===== config.mk =====
export PLATFORM = sky130hd
export DESIGN_NAME = rms_current_meter_top
export DESIGN_NICKNAME = d
export VERILOG_FILES = /design/src/rtl/core/rcm_pkg.sv /design/src/rtl/core/rcm_front.sv /design/src/rtl/core/rcm_queue.sv /design/src/rtl/core/rcm_back.sv /design/src/rtl/core/rms_current_meter_top.sv
export SDC_FILE = /design/constraint.sdc
export NUM_CORES = 2
export LEC_CHECK = 0
export ABC_AREA = 0
export BUFFER_PORTS_ARGS = -buffer_cell sky130_fd_sc_hd__buf_2
export CORE_MARGIN = 2
export CORE_UTILIZATION = 40
export DETAILED_ROUTE_END_ITERATION = 7
export PLACE_DENSITY = 0.65
export SYNTH_ARGS = -nofsm -noshare
export SYNTH_HDL_FRONTEND = slang
export SYNTH_SLANG_ARGS = --single-unit

===== constraint.sdc =====
create_clock -name clock -period 9.1 [get_ports clock]
set_input_delay 0.91 -clock clock [delete_from_list [all_inputs] [get_ports clock]]
set_output_delay 0.91 -clock clock [all_outputs]
set_load 0.005 [all_outputs]

===== src/rtl/core/rcm_pkg.sv =====
// rcm_pkg: shared types and constants of the rms current meter
// used by every file under rtl/core, depends on nothing
package rcm_pkg;

   localparam int DEF_SAMPLE_BITS = 12;
   localparam int DEF_MAX_WINDOW  = 1024;

   localparam int WIN_BITS    = 11;
   localparam int GAIN_BITS   = 16;
   localparam int SHIFT_BITS  = 4;
   localparam int OUT_BITS    = 17;
   localparam int SUM_BITS    = 43;
   localparam int CSR_BITS    = 2;
   localparam int WDATA_BITS  = 16;

   localparam int OFFSET_FRAC = 12;
   localparam int CENTER_FRAC = 4;
   localparam int DROP_BITS   = OFFSET_FRAC - CENTER_FRAC;
   localparam int SQ_SCALE    = 2 * CENTER_FRAC;
   localparam int GAIN_FRAC   = 16;

   localparam int RAD_BITS    = SUM_BITS + SQ_SCALE + ((SUM_BITS + SQ_SCALE) % 2);
   localparam int ROOT_BITS   = RAD_BITS / 2;
   localparam int PROD_BITS   = GAIN_BITS + ROOT_BITS;
   localparam int ITER_BITS   = $clog2(SUM_BITS);

   localparam int QUEUE_DEPTH = 2;
   localparam int PTR_BITS    = $clog2(QUEUE_DEPTH);
   localparam int FILL_BITS   = $clog2(QUEUE_DEPTH + 1);

   localparam logic [WIN_BITS-1:0]   WINDOW_RESET = WIN_BITS'(50);
   localparam logic [GAIN_BITS-1:0]  GAIN_RESET   = GAIN_BITS'(4125);
   localparam logic [SHIFT_BITS-1:0] SHIFT_RESET  = SHIFT_BITS'(12);
   localparam logic [OUT_BITS-1:0]   OUT_MAX      = {OUT_BITS{1'b1}};

   typedef enum logic [CSR_BITS-1:0] {
      CSR_WINDOW = 2'd0,
      CSR_GAIN   = 2'd1,
      CSR_SHIFT  = 2'd2
   } csr_index_type;

   typedef struct packed {
      logic [SUM_BITS-1:0]  sum;
      logic [WIN_BITS-1:0]  win;
      logic [GAIN_BITS-1:0] gain;
   } job_type;

endpackage


===== src/rtl/core/rcm_front.sv =====
// rcm_front: offset tracking, centering, squaring and window accumulation
// depends on rcm_pkg, hands finished windows to rcm_queue
module rcm_front #(
   parameter int SAMPLE_BITS = rcm_pkg::DEF_SAMPLE_BITS,
   parameter int MAX_WINDOW  = rcm_pkg::DEF_MAX_WINDOW
) (
   input  logic                             clock,
   input  logic                             reset,
   input  logic                             req_valid,
   output logic                             req_stall,
   input  logic [SAMPLE_BITS-1:0]           req_sample,
   input  logic [rcm_pkg::WIN_BITS-1:0]     window_length_i,
   input  logic [rcm_pkg::GAIN_BITS-1:0]    milliamp_gain_i,
   input  logic [rcm_pkg::SHIFT_BITS-1:0]   offset_shift_i,
   output logic                             push_o,
   output rcm_pkg::job_type                 push_job_o,
   input  logic                             full_i
);

   localparam int OFF_BITS = SAMPLE_BITS + rcm_pkg::OFFSET_FRAC;
   localparam int DW       = OFF_BITS + 2;
   localparam int MAG_BITS = SAMPLE_BITS + rcm_pkg::CENTER_FRAC;
   localparam int SQ_BITS  = 2 * MAG_BITS;
   localparam int WB       = rcm_pkg::WIN_BITS;
   localparam int SB       = rcm_pkg::SUM_BITS;
   localparam logic [OFF_BITS-1:0] OFF_RESET = OFF_BITS'(1) << (OFF_BITS - 1);
   localparam logic signed [DW-1:0] ROUND_HALF = DW'(1) << (rcm_pkg::DROP_BITS - 1);

   typedef enum logic [1:0] {
      F_IDLE,
      F_CENTER,
      F_SQUARE,
      F_ACCUM
   } fstate_type;

   fstate_type              state_ff, state_in;
   logic [SAMPLE_BITS-1:0]  sample_ff, sample_in;
   logic [OFF_BITS-1:0]     offset_ff, offset_in;
   logic [MAG_BITS-1:0]     mag_ff, mag_in;
   logic [SQ_BITS-1:0]      sq_ff, sq_in;
   logic [SB-1:0]           sum_ff, sum_in;
   logic [WB-1:0]           count_ff, count_in;

   logic [OFF_BITS-1:0]     target;
   logic signed [DW-1:0]    diff, step, new_off, cdiff, centered;
   logic [SB-1:0]           sum_next;
   logic [WB-1:0]           count_next;
   logic [WB-1:0]           win;
   logic                    window_done;

   assign req_stall = (state_ff != F_IDLE);

   always_comb begin
      if (window_length_i == '0) begin
         win = WB'(1);
      end else if (32'(window_length_i) > MAX_WINDOW) begin
         win = WB'(MAX_WINDOW);
      end else begin
         win = window_length_i;
      end
   end

   always_comb begin
      target   = OFF_BITS'(sample_ff) << rcm_pkg::OFFSET_FRAC;
      diff     = $signed(DW'(target)) - $signed(DW'(offset_ff));
      step     = diff >>> offset_shift_i;
      new_off  = $signed(DW'(offset_ff)) + step;
      cdiff    = $signed(DW'(target)) - new_off + ROUND_HALF;
      centered = cdiff >>> rcm_pkg::DROP_BITS;
   end

   assign sum_next    = sum_ff + SB'(sq_ff);
   assign count_next  = count_ff + WB'(1);
   assign window_done = (count_next >= win);

   always_comb begin
      state_in   = state_ff;
      sample_in  = sample_ff;
      offset_in  = offset_ff;
      mag_in     = mag_ff;
      sq_in      = sq_ff;
      sum_in     = sum_ff;
      count_in   = count_ff;
      push_o     = 1'b0;
      push_job_o = '{sum: sum_next, win: win, gain: milliamp_gain_i};
      unique case (state_ff)
         F_IDLE: begin
            if (req_valid) begin
               sample_in = req_sample;
               state_in  = F_CENTER;
            end
         end
         F_CENTER: begin
            offset_in = new_off[OFF_BITS-1:0];
            if (centered < 0) begin
               mag_in = MAG_BITS'(-centered);
            end else begin
               mag_in = MAG_BITS'(centered);
            end
            state_in = F_SQUARE;
         end
         F_SQUARE: begin
            sq_in    = SQ_BITS'(mag_ff) * SQ_BITS'(mag_ff);
            state_in = F_ACCUM;
         end
         F_ACCUM: begin
            if (!window_done) begin
               sum_in   = sum_next;
               count_in = count_next;
               state_in = F_IDLE;
            end else if (!full_i) begin
               push_o   = 1'b1;
               sum_in   = '0;
               count_in = '0;
               state_in = F_IDLE;
            end
         end
         default: state_in = F_IDLE;
      endcase
   end

   always_ff @(posedge clock) begin
      if (reset) begin
         state_ff  <= F_IDLE;
         offset_ff <= OFF_RESET;
         sum_ff    <= '0;
         count_ff  <= '0;
      end else begin
         state_ff  <= state_in;
         offset_ff <= offset_in;
         sum_ff    <= sum_in;
         count_ff  <= count_in;
      end
      sample_ff <= sample_in;
      mag_ff    <= mag_in;
      sq_ff     <= sq_in;
   end

endmodule


===== src/rtl/core/rcm_queue.sv =====
// rcm_queue: short fifo of finished windows between front and back
// depends on rcm_pkg
module rcm_queue (
   input  logic             clock,
   input  logic             reset,
   input  logic             push_i,
   input  rcm_pkg::job_type push_job_i,
   output logic             full_o,
   input  logic             pop_i,
   output rcm_pkg::job_type pop_job_o,
   output logic             empty_o
);

   localparam int DEPTH = rcm_pkg::QUEUE_DEPTH;
   localparam int PB    = rcm_pkg::PTR_BITS;
   localparam int FB    = rcm_pkg::FILL_BITS;

   rcm_pkg::job_type entry_ff [DEPTH];
   logic [PB-1:0]    wr_ptr_ff, wr_ptr_in;
   logic [PB-1:0]    rd_ptr_ff, rd_ptr_in;
   logic [FB-1:0]    fill_ff, fill_in;

   assign full_o    = (fill_ff == FB'(DEPTH));
   assign empty_o   = (fill_ff == '0);
   assign pop_job_o = entry_ff[rd_ptr_ff];

   always_comb begin
      wr_ptr_in = wr_ptr_ff;
      rd_ptr_in = rd_ptr_ff;
      fill_in   = fill_ff;
      if (push_i) begin
         wr_ptr_in = (wr_ptr_ff == PB'(DEPTH - 1)) ? '0 : wr_ptr_ff + PB'(1);
      end
      if (pop_i) begin
         rd_ptr_in = (rd_ptr_ff == PB'(DEPTH - 1)) ? '0 : rd_ptr_ff + PB'(1);
      end
      if (push_i && !pop_i) begin
         fill_in = fill_ff + FB'(1);
      end else if (pop_i && !push_i) begin
         fill_in = fill_ff - FB'(1);
      end
   end

   always_ff @(posedge clock) begin
      if (reset) begin
         wr_ptr_ff <= '0;
         rd_ptr_ff <= '0;
         fill_ff   <= '0;
      end else begin
         wr_ptr_ff <= wr_ptr_in;
         rd_ptr_ff <= rd_ptr_in;
         fill_ff   <= fill_in;
      end
      if (push_i) begin
         entry_ff[wr_ptr_ff] <= push_job_i;
      end
   end

   a_no_push_full: assert property (@(posedge clock) disable iff (reset)
      push_i |-> !full_o) else $error("push into full queue");
   a_no_pop_empty: assert property (@(posedge clock) disable iff (reset)
      pop_i |-> !empty_o) else $error("pop from empty queue");
   a_fill_bound: assert property (@(posedge clock) disable iff (reset)
      fill_ff <= FB'(DEPTH)) else $error("queue fill out of range");
   a_push_lands: assert property (@(posedge clock) disable iff (reset)
      (push_i && !pop_i) |=> !empty_o) else $error("pushed window lost");

endmodule


===== src/rtl/core/rcm_back.sv =====
// rcm_back: per-window divide, square root, gain scaling and result register
// depends on rcm_pkg, takes windows from rcm_queue
module rcm_back (
   input  logic                           clock,
   input  logic                           reset,
   output logic                           pop_o,
   input  rcm_pkg::job_type               pop_job_i,
   input  logic                           empty_i,
   output logic                           rsp_valid,
   input  logic                           rsp_stall,
   output logic [rcm_pkg::OUT_BITS-1:0]   rsp_rms_milliamps
);

   localparam int SB = rcm_pkg::SUM_BITS;
   localparam int WB = rcm_pkg::WIN_BITS;
   localparam int GB = rcm_pkg::GAIN_BITS;
   localparam int RB = rcm_pkg::RAD_BITS;
   localparam int QB = rcm_pkg::ROOT_BITS;
   localparam int PB = rcm_pkg::PROD_BITS;
   localparam int IB = rcm_pkg::ITER_BITS;
   localparam int OB = rcm_pkg::OUT_BITS;
   localparam logic [PB:0] ROUND_ADD = (PB + 1)'(1) << (rcm_pkg::GAIN_FRAC - 1);

   typedef enum logic [2:0] {
      B_IDLE,
      B_DIV,
      B_ROOT_LOAD,
      B_ROOT,
      B_MUL,
      B_OUT
   } bstate_type;

   bstate_type       state_ff;
   logic [SB-1:0]    quo_ff;
   logic [WB-1:0]    rem_ff;
   logic [WB-1:0]    win_ff;
   logic [GB-1:0]    gain_ff;
   logic [IB-1:0]    iter_ff;
   logic [RB-1:0]    rad_ff;
   logic [QB-1:0]    root_ff;
   logic [QB+1:0]    srem_ff;
   logic [PB-1:0]    prod_ff;
   logic             rsp_valid_ff;
   logic [OB-1:0]    rsp_data_ff;

   logic [WB:0]      rem_sh;
   logic             div_take;
   logic [QB+3:0]    srem_sh;
   logic [QB+3:0]    trial;
   logic             root_take;
   logic [PB:0]      rounded_wide;
   logic [PB:0]      scaled;
   logic [OB-1:0]    result;
   logic             out_free;

   assign rsp_valid         = rsp_valid_ff;
   assign rsp_rms_milliamps = rsp_data_ff;
   assign pop_o             = (state_ff == B_IDLE) && !empty_i;
   assign out_free          = !rsp_valid_ff || !rsp_stall;

   assign rem_sh   = {rem_ff, quo_ff[SB-1]};
   assign div_take = (rem_sh >= {1'b0, win_ff});

   assign srem_sh   = {srem_ff, rad_ff[RB-1 -: 2]};
   assign trial     = {2'b00, root_ff, 2'b01};
   assign root_take = (srem_sh >= trial);

   assign rounded_wide = {1'b0, prod_ff} + ROUND_ADD;
   assign scaled       = rounded_wide >> rcm_pkg::GAIN_FRAC;
   assign result       = (scaled > (PB + 1)'(rcm_pkg::OUT_MAX)) ? rcm_pkg::OUT_MAX
                                                               : OB'(scaled);

   always_ff @(posedge clock) begin
      if (reset) begin
         state_ff     <= B_IDLE;
         rsp_valid_ff <= 1'b0;
      end else begin
         if (rsp_valid_ff && !rsp_stall && (state_ff != B_OUT)) begin
            rsp_valid_ff <= 1'b0;
         end
         unique case (state_ff)
            B_IDLE: begin
               if (!empty_i) begin
                  quo_ff   <= pop_job_i.sum;
                  win_ff   <= pop_job_i.win;
                  gain_ff  <= pop_job_i.gain;
                  rem_ff   <= '0;
                  iter_ff  <= IB'(SB - 1);
                  state_ff <= B_DIV;
               end
            end
            B_DIV: begin
               rem_ff  <= div_take ? WB'(rem_sh - {1'b0, win_ff}) : rem_sh[WB-1:0];
               quo_ff  <= {quo_ff[SB-2:0], div_take};
               iter_ff <= iter_ff - IB'(1);
               if (iter_ff == '0) begin
                  state_ff <= B_ROOT_LOAD;
               end
            end
            B_ROOT_LOAD: begin
               rad_ff   <= RB'({quo_ff, {rcm_pkg::SQ_SCALE{1'b0}}});
               root_ff  <= '0;
               srem_ff  <= '0;
               iter_ff  <= IB'(QB - 1);
               state_ff <= B_ROOT;
            end
            B_ROOT: begin
               srem_ff <= root_take ? (QB + 2)'(srem_sh - trial) : srem_sh[QB+1:0];
               root_ff <= {root_ff[QB-2:0], root_take};
               rad_ff  <= rad_ff << 2;
               iter_ff <= iter_ff - IB'(1);
               if (iter_ff == '0) begin
                  state_ff <= B_MUL;
               end
            end
            B_MUL: begin
               prod_ff  <= PB'(gain_ff) * PB'(root_ff);
               state_ff <= B_OUT;
            end
            B_OUT: begin
               if (out_free) begin
                  rsp_valid_ff <= 1'b1;
                  rsp_data_ff  <= result;
                  state_ff     <= B_IDLE;
               end
            end
            default: state_ff <= B_IDLE;
         endcase
      end
   end

endmodule


===== src/rtl/core/rms_current_meter_top.sv =====
// rms_current_meter_top: true rms current meter with dc offset tracking
// depends on rcm_pkg, rcm_front, rcm_queue, rcm_back
//
//   channel | direction | handshake             | payload
//   req     | in        | req_valid / req_stall | req_sample
//   rsp     | out       | rsp_valid / rsp_stall | rsp_rms_milliamps
//   csr     | in        | csr_valid / csr_ready | csr_index, csr_wdata
//
// a sample passes the front sequencer: capture, offset update, square, accumulate
// a window result passes the back unit's one-bit-per-cycle divider, then the
// two-bit-per-cycle square root, the gain multiply and the output register
// the back unit runs while the front fills the next window, a 2-entry queue sits between
// synchronous reset restores states, csr values, offset, sums and queue pointers, no clearing pass is needed
// a stalled result holds in the output register, beyond its own per-sample sequence
// the front stalls only when the queue is full
module rms_current_meter_top #(
   parameter int SAMPLE_BITS = rcm_pkg::DEF_SAMPLE_BITS,
   parameter int MAX_WINDOW  = rcm_pkg::DEF_MAX_WINDOW
) (
   input  logic                              clock,
   input  logic                              reset,
   input  logic                              req_valid,
   output logic                              req_stall,
   input  logic [SAMPLE_BITS-1:0]            req_sample,
   output logic                              rsp_valid,
   input  logic                              rsp_stall,
   output logic [rcm_pkg::OUT_BITS-1:0]      rsp_rms_milliamps,
   input  logic                              csr_valid,
   output logic                              csr_ready,
   input  logic [rcm_pkg::CSR_BITS-1:0]      csr_index,
   input  logic [rcm_pkg::WDATA_BITS-1:0]    csr_wdata
);

   logic [rcm_pkg::WIN_BITS-1:0]   window_length_ff;
   logic [rcm_pkg::GAIN_BITS-1:0]  milliamp_gain_ff;
   logic [rcm_pkg::SHIFT_BITS-1:0] offset_shift_ff;

   logic             push;
   rcm_pkg::job_type push_job;
   logic             full;
   logic             pop;
   rcm_pkg::job_type pop_job;
   logic             empty;

   assign csr_ready = 1'b1;

   always_ff @(posedge clock) begin
      if (reset) begin
         window_length_ff <= rcm_pkg::WINDOW_RESET;
         milliamp_gain_ff <= rcm_pkg::GAIN_RESET;
         offset_shift_ff  <= rcm_pkg::SHIFT_RESET;
      end else if (csr_valid && csr_ready) begin
         unique case (rcm_pkg::csr_index_type'(csr_index))
            rcm_pkg::CSR_WINDOW: window_length_ff <= csr_wdata[rcm_pkg::WIN_BITS-1:0];
            rcm_pkg::CSR_GAIN:   milliamp_gain_ff <= csr_wdata[rcm_pkg::GAIN_BITS-1:0];
            rcm_pkg::CSR_SHIFT:  offset_shift_ff  <= csr_wdata[rcm_pkg::SHIFT_BITS-1:0];
            default: ;
         endcase
      end
   end

   rcm_front #(
      .SAMPLE_BITS (SAMPLE_BITS),
      .MAX_WINDOW  (MAX_WINDOW)
   ) u_front (
      .clock           (clock),
      .reset           (reset),
      .req_valid       (req_valid),
      .req_stall       (req_stall),
      .req_sample      (req_sample),
      .window_length_i (window_length_ff),
      .milliamp_gain_i (milliamp_gain_ff),
      .offset_shift_i  (offset_shift_ff),
      .push_o          (push),
      .push_job_o      (push_job),
      .full_i          (full)
   );

   rcm_queue u_queue (
      .clock      (clock),
      .reset      (reset),
      .push_i     (push),
      .push_job_i (push_job),
      .full_o     (full),
      .pop_i      (pop),
      .pop_job_o  (pop_job),
      .empty_o    (empty)
   );

   rcm_back u_back (
      .clock             (clock),
      .reset             (reset),
      .pop_o             (pop),
      .pop_job_i         (pop_job),
      .empty_i           (empty),
      .rsp_valid         (rsp_valid),
      .rsp_stall         (rsp_stall),
      .rsp_rms_milliamps (rsp_rms_milliamps)
   );

endmodule

## Word-level counts from Yosys, hierarchy flattened

Memories as Yosys holds them, arrays and structs flattened. A register that Yosys moved wholly into a read port is not among the register bits.
Cells that the tools add are included.

| operators by class | value |
|---|---|
| add/subtract/negate cells | 15 |
| $mul | 2 |
| order comparisons | 6 |
| equal/unequal tests | 19 |
| shifts and indexed selects | 1 |
| multiplexer cells | 41 |
| bitwise logic cells | 2 |
| reductions and logical operators | 36 |

Operators by type and width:

| cell | count |
|---|---|
| 43-bit 2-to-1 mux | 3 |
| 52-bit case mux with 2 select lines | 1 |
| 43-bit case mux with 2 select lines | 1 |
| 11-bit 2-to-1 mux | 6 |
| 28-bit case mux with 2 select lines | 1 |
| 26-bit case mux with 2 select lines | 1 |
| 42-bit by 16-bit adder with 43-bit output (second input constant) | 1 |
| 43-bit by 32-bit adder with 43-bit output | 1 |
| 16-bit by 26-bit multiplier with 42-bit output | 1 |
| 16-bit by 16-bit multiplier with 32-bit output | 1 |
| 30-bit by 28-bit greater-or-equal comparator with 1-bit output | 1 |
| 28-bit 2-to-1 mux | 1 |
| 28-bit subtractor | 1 |
| 27-bit by 17-bit > comparator with 1-bit output (second input constant) | 1 |
| 25-bit by 26-bit adder with 26-bit output | 1 |
| 26-bit by 9-bit adder with 26-bit output (second input constant) | 1 |
| 26-bit by 4-bit >>> shifter with 26-bit output | 1 |
| 25-bit by 26-bit subtractor with 26-bit output | 1 |
| 24-bit by 24-bit subtractor with 25-bit output | 1 |
| 11-bit case mux with 2 select lines | 1 |
| 18-bit by 1-bit < comparator with 1-bit output (second input constant) | 1 |
| 3-bit case mux with 6 select lines | 1 |
| 6-bit case mux with 3 select lines | 1 |
| 16-bit 2-to-1 mux | 1 |
| other kinds (37) | 91 |

| word-level totals | value |
|---|---|
| bits in registers | 431 |
| bits in writable memories | 140 |
| input bits | 35 |
| output and inout port bits | 20 |
| memories kept | 1 |

Memory list:

| memory | words | width | rd ports | clocked after memory_dff | wr ports | RTL line | source |
|---|---|---|---|---|---|---|---|
| u_queue.entry_ff | 2 | 70 | 1 | 1 | 1 | rcm_queue.sv:18 | `rcm_pkg::job_type entry_ff [DEPTH];` |

## Longest topological paths before layout

| logic depth | value |
|---|---|
| depth in word-level cells | 10 |
| gate-level depth with buffers | 38 |
| mapped depth without buffers | 36 |

## Cells and area by module

From an unflattened synthesis, not the netlist that was laid out.

| unflattened totals | value |
|---|---|
| cell total of the unflattened synthesis | 5014 |
| area total of the unflattened synthesis | 49466.2 sq um |

Modules (own cells, without submodules):

| module | times used | cells an instance | area an instance (sq um) | sequential area each (sq um) |
|---|---|---|---|---|
| rcm_back | 1 | 2543 | 24518.5 | 6956.7 |
| rcm_front | 1 | 2103 | 18348.8 | 3373.2 |
| rcm_queue | 1 | 240 | 5283.8 | 4304.1 |
| rms_current_meter_top | 1 | 128 | 1315.0 | 620.6 |

## Worst setup path before layout

OpenSTA, ideal clock, no wires.

| path | value |
|---|---|
| path kind | input -> register |
| start point | input port reset |
| end point | register u_back.rad_ff[10], enable pin |
| library setup time | 695 ps |
| arrival | 8393 ps |
| required time | 8405 ps |
| slack | 11 ps |
| stages on the path | 3 |
| cells stage by stage | clkbuf_1 clkbuf_1 nor3b_1 |

| on the way | value |
|---|---|
| longest elaborated chain between the ends | 2 |

Ends and longest elaborated chain:

| element | RTL line | source |
|---|---|---|
| start: declaration | rms_current_meter_top.sv:21 | `input logic reset,` |
| 1-bit NOT (no line) | -- |  |
| 2-bit AND reduction (no line) | -- |  |
| end signal: assignment | rcm_back.sv:101 | `rad_ff <= RB'({quo_ff, {rcm_pkg::SQ_SCALE{1'b0}}});` |
| end signal: assignment | rcm_back.sv:110 | `rad_ff <= rad_ff << 2;` |
| end: declaration | rcm_back.sv:39 | `logic [RB-1:0] rad_ff;` |

Every way passes these cells.
A chain may end at the register's enable or synchronous reset.

## Final worst setup path

| path | value |
|---|---|
| start point | register u_front.offset_ff[2] |
| end point | register u_front.mag_ff[4], data pin |

| on the way | value |
|---|---|
| longest elaborated chain between the ends | 7 |
| elaborated cells on any way between the ends | 8 |
| classes of those cells | add/sub (5); order compare (1); shift (1); mux (1) |

Ends and longest elaborated chain:

| element | RTL line | source |
|---|---|---|
| start: declaration | rcm_front.sv:38 | `logic [OFF_BITS-1:0] offset_ff, offset_in;` |
| start signal: assignment | rcm_front.sv:130 | `offset_ff <= offset_in;` |
| 24-bit by 24-bit subtractor with 25-bit output | rcm_front.sv:65 | `diff = $signed(DW'(target)) - $signed(DW'(offset_ff));` |
| 26-bit by 4-bit >>> shifter with 26-bit output | rcm_front.sv:66 | `step = diff >>> offset_shift_i;` |
| 25-bit by 26-bit adder with 26-bit output (*) | rcm_front.sv:67 | `new_off = $signed(DW'(offset_ff)) + step;` |
| 25-bit by 26-bit subtractor with 26-bit output (*) | rcm_front.sv:68 | `cdiff = $signed(DW'(target)) - new_off + ROUND_HALF;` |
| 26-bit by 9-bit adder with 26-bit output (*) | rcm_front.sv:68 |  |
| 16-bit negator / 18-bit by 1-bit < comparator with 1-bit output (equally long branches) | rcm_front.sv:96, rcm_front.sv:95 |  |
| 16-bit 2-to-1 mux (*) | rcm_front.sv:95 | `if (centered < 0) begin` |
| end signal: assignment | rcm_front.sv:135 | `mag_ff <= mag_in;` |
| end: declaration | rcm_front.sv:39 | `logic [MAG_BITS-1:0] mag_ff, mag_in;` |

Mark *: on every way between the ends. The rest lies on a longest branch, timed or not.

==> results.md <==
* Outcome: completed
* Global-route wire length before repair at 171000 um
* Async S/R FF share, synth at 0%
* Syn Inst Count at 4840
* Area leader, netlist: edfxtp_1
* Boundary pin count at 55
* Syn Area/Cell at 9.86 um2
* YS warnings at 0
* Most frequent CP cell: a21oi_1
* Post-synthesis sequential area ratio at 32.0%
* Core ar. at 118000 um2
* Placer Congestion at 0.894
* RSZ-0062 raised after global routing: false
* Buffers on Ports at 53
* Final ANT Viol Nets at 0
* EDFF count, synth at 428
* Clock skew at 0.0301 ns
* Drt pass-1 iters at 5
* Fillcell total at 11.2k
* Crit-path max cell delay at 0.55 ns
* Worst-Margin Slew at 1.17 ns
* Top post-synthesis cells by area: edfxtp_1 27%, fa_1 21%, ha_1 9.2%
* Crit path DAT at 8.95 ns
* Clk slew on worst S/H paths at 0.07 ns
* Die ar. at 122000 um2
* Post-synth net total at 5726
* TritonCTS Sinks at 548
* Most used DFF post-synth: edfxtp_1
* Die width at 349 um
* Post-CTS Setup Bufs at 0
* Drt drc at 0
* CP startpoint kind: flip-flop
* Most common cell in the netlist: nand2_1
* Yosys top cell area share at 26.9%
* Final WL at 102000 um
* Largest net degree at the start of global routing at 88
* Slowest CP cell: or4_1
* Crit path max fanout at 9
* Worst skew pair latency at 0.64 ns
* Hold Vio Cnt, Final at 0
* Clk buf depth at 3
* Synthesis-to-layout area growth at 8.15%
* Slew Viols, Final at 0
* Post-route clock period utilization at 94.0%
* TritonCTS clock tree: yes
* All-Layer GR Usage at 17.1%
* WL per Instance at 16.0 um
* Vias per cell at 5.16
* Initial antenna violation count at 2
* Total grt overflow at 0
* Synth cell count leaders: 735 x nand2_1, 662 x inv_1, 499 x fa_1, 428 x edfxtp_1, 352 x ha_1
* Critical Path Sink Type: flip-flop
* Max Cap Viol at 0
* Synth Register Bits at 548
* Final setup viols at 0
* Share of layout cells above drive strength 1 at 6.02%
* Chip height at 349 um
* Number of global-route vias before repair at 33.7k
* Starting Density at 40.4%
* Max Clk Rate at 117 MHz
* Row count at 126
* Final net count at 5686
* Max_slew headroom at 22.2%
* Htree depth at 2
* Total number of vias at 33.0k
* Clk root buf: clkbuf_16
* Worst Path Required at 9.50 ns
* Final TNS setup at 0 ns
* Synthesized area at 47700 um2
* Min cycle time layout at 8.56 ns
* TritonCTS buffer count at 57
* Min-delay worst type: reg2reg
* Crit Path Category: reg2reg
* Detailed Route Iter0 Violations at 1945
* Count of different cell masters after synthesis at 88
* Final HPWL DP at 76900 um
flip-flops by register name, summed over array words and instances (netlist names), 11 cells and up, named ones only:
signal / flops
u_back.win_ff: 11
u_back.rad_ff: 44
u_back.rem_ff: 11
u_back.quo_ff: 43
u_front.offset_ff: 24
u_back.gain_ff: 16
u_back.rsp_rms_milliamps: 17
u_back.srem_ff: 28
milliamp_gain_ff: 16
u_back.prod_ff: 27
u_front.count_ff: 11
u_front.sum_ff: 43
u_front.sample_ff: 12
u_front.mag_ff: 16
u_queue.entry_ff: 140
window_length_ff: 11
u_front.sq_ff: 31
u_back.root_ff: 26
worst max-delay path, delay by kind of cell (launching register included):
kind	cells	cell delay [ns]
AOI/OAI and AO/OA	19	4.52
and+or+nand+nor	8	1.47
muxes	2	0.70
adders and majority gates	2	0.64
DFF	1	0.54
buffers and inverters	2	0.23
xor gates and xnor gates	2	0.22
kinds of logic after synthesis:
| kind of cell | after synthesis | share of synthesized area [%] |
|---|---|---|
| flip-flops | 548 | 32.0 |
| adder cells (fa/ha/maj) | 851 | 30.2 |
| AND/OR/NAND/NOR | 1554 | 15.0 |
| XOR/XNOR | 214 | 3.93 |
| multiplexers | 157 | 3.49 |
| other | 1 | 0.00786 |
| buffers and inverters | 866 | 6.83 |
| AO/OA/AOI/OAI | 649 | 8.62 |
timing repair:
item / 4_1_cts / 5_1_grt
hold buffers: 0 / 0
resized for setup: 0 / 9
setup endpoints to repair: 0 / 15
layout by cell type (no fill, tap or decap), types with 27 or more instances in the layout:
| master | Yosys | routed |
|---|---|---|
| a211oi_1 | 29 | 27 |
| a21o_1 | 69 | 69 |
| a21oi_1 | 223 | 222 |
| and2_1 | 215 | 215 |
| and3_1 | 34 | 34 |
| buf_2 | 2 | 52 |
| buf_4 | 2 | 52 |
| clkbuf_16 | 0 | 58 |
| dfxtp_1 | 120 | 118 |
| edfxtp_1 | 428 | 428 |
| fa_1 | 499 | 499 |
| ha_1 | 352 | 351 |
| inv_1 | 662 | 662 |
| mux2_2 | 37 | 37 |
| mux2i_1 | 116 | 116 |
| nand2_1 | 735 | 734 |
| nand2b_1 | 31 | 31 |
| nand3_1 | 92 | 91 |
| nor2_1 | 253 | 249 |
| nor2b_1 | 36 | 35 |
| nor3_1 | 52 | 49 |
| o21a_1 | 35 | 35 |
| o21ai_0 | 130 | 129 |
| o21bai_1 | 27 | 27 |
| xnor2_1 | 142 | 142 |
| xor2_1 | 72 | 72 |
cell type report:
type	count	area (um2)	area share [%]
diodes	1	2.50	0.00485
clock buffers	68	1520	2.94
clock inverters	40	448	0.868
inverters	663	2490	4.82
multi-input cells	3426	29300	56.8
flip-flops and latches	548	15300	29.6
well taps	1536	1920	3.72
repair buffers	104	651	1.26
final timing paths:
check / start / end / slack [ns] / depth (start not counted)
hold reg to reg: milliamp_gain_ff[11] / u_queue.entry_ff[1][11] / 0.45 / 0
hold / removal: milliamp_gain_ff[11] / u_queue.entry_ff[1][11] / 0.45 / 0
setup reg to reg: u_front.offset_ff[2] / u_front.mag_ff[4] / 0.54 / 35
setup / recovery: u_front.offset_ff[2] / u_front.mag_ff[4] / 0.54 / 35
metrics by stage:
stage / std cells / hold WS [ns] / util [%] / setup WS (ns) / instance area (um2)
5_1_grt: 6385 / 0.415 / 43.7 / 0.0321 / 51600
4_1_cts: 6385 / 0.406 / 43.6 / 0.141 / 51600
3_3_place_gp: 6277 / 0.431 / 42.0 / 0.458 / 49600
2_1_floorplan: 4840 / 0.425 / - / 0.0115 / 47700
6_report: 6386 / 0.448 / 43.7 / 0.542 / 51600
3_5_place_dp: 6277 / 0.441 / 42.0 / 0.254 / 49600
metal layers:
metal	part of all wire (%)	global-route usage, %
met5	0	0
met4	2.3	4.42
met3	4.5	2.20
met2	49	29.6
met1	45	22.5
Power is left out: the tool's default activity adds up to more than one toggle a clock period on the data nets, which glitch-free logic cannot reach.
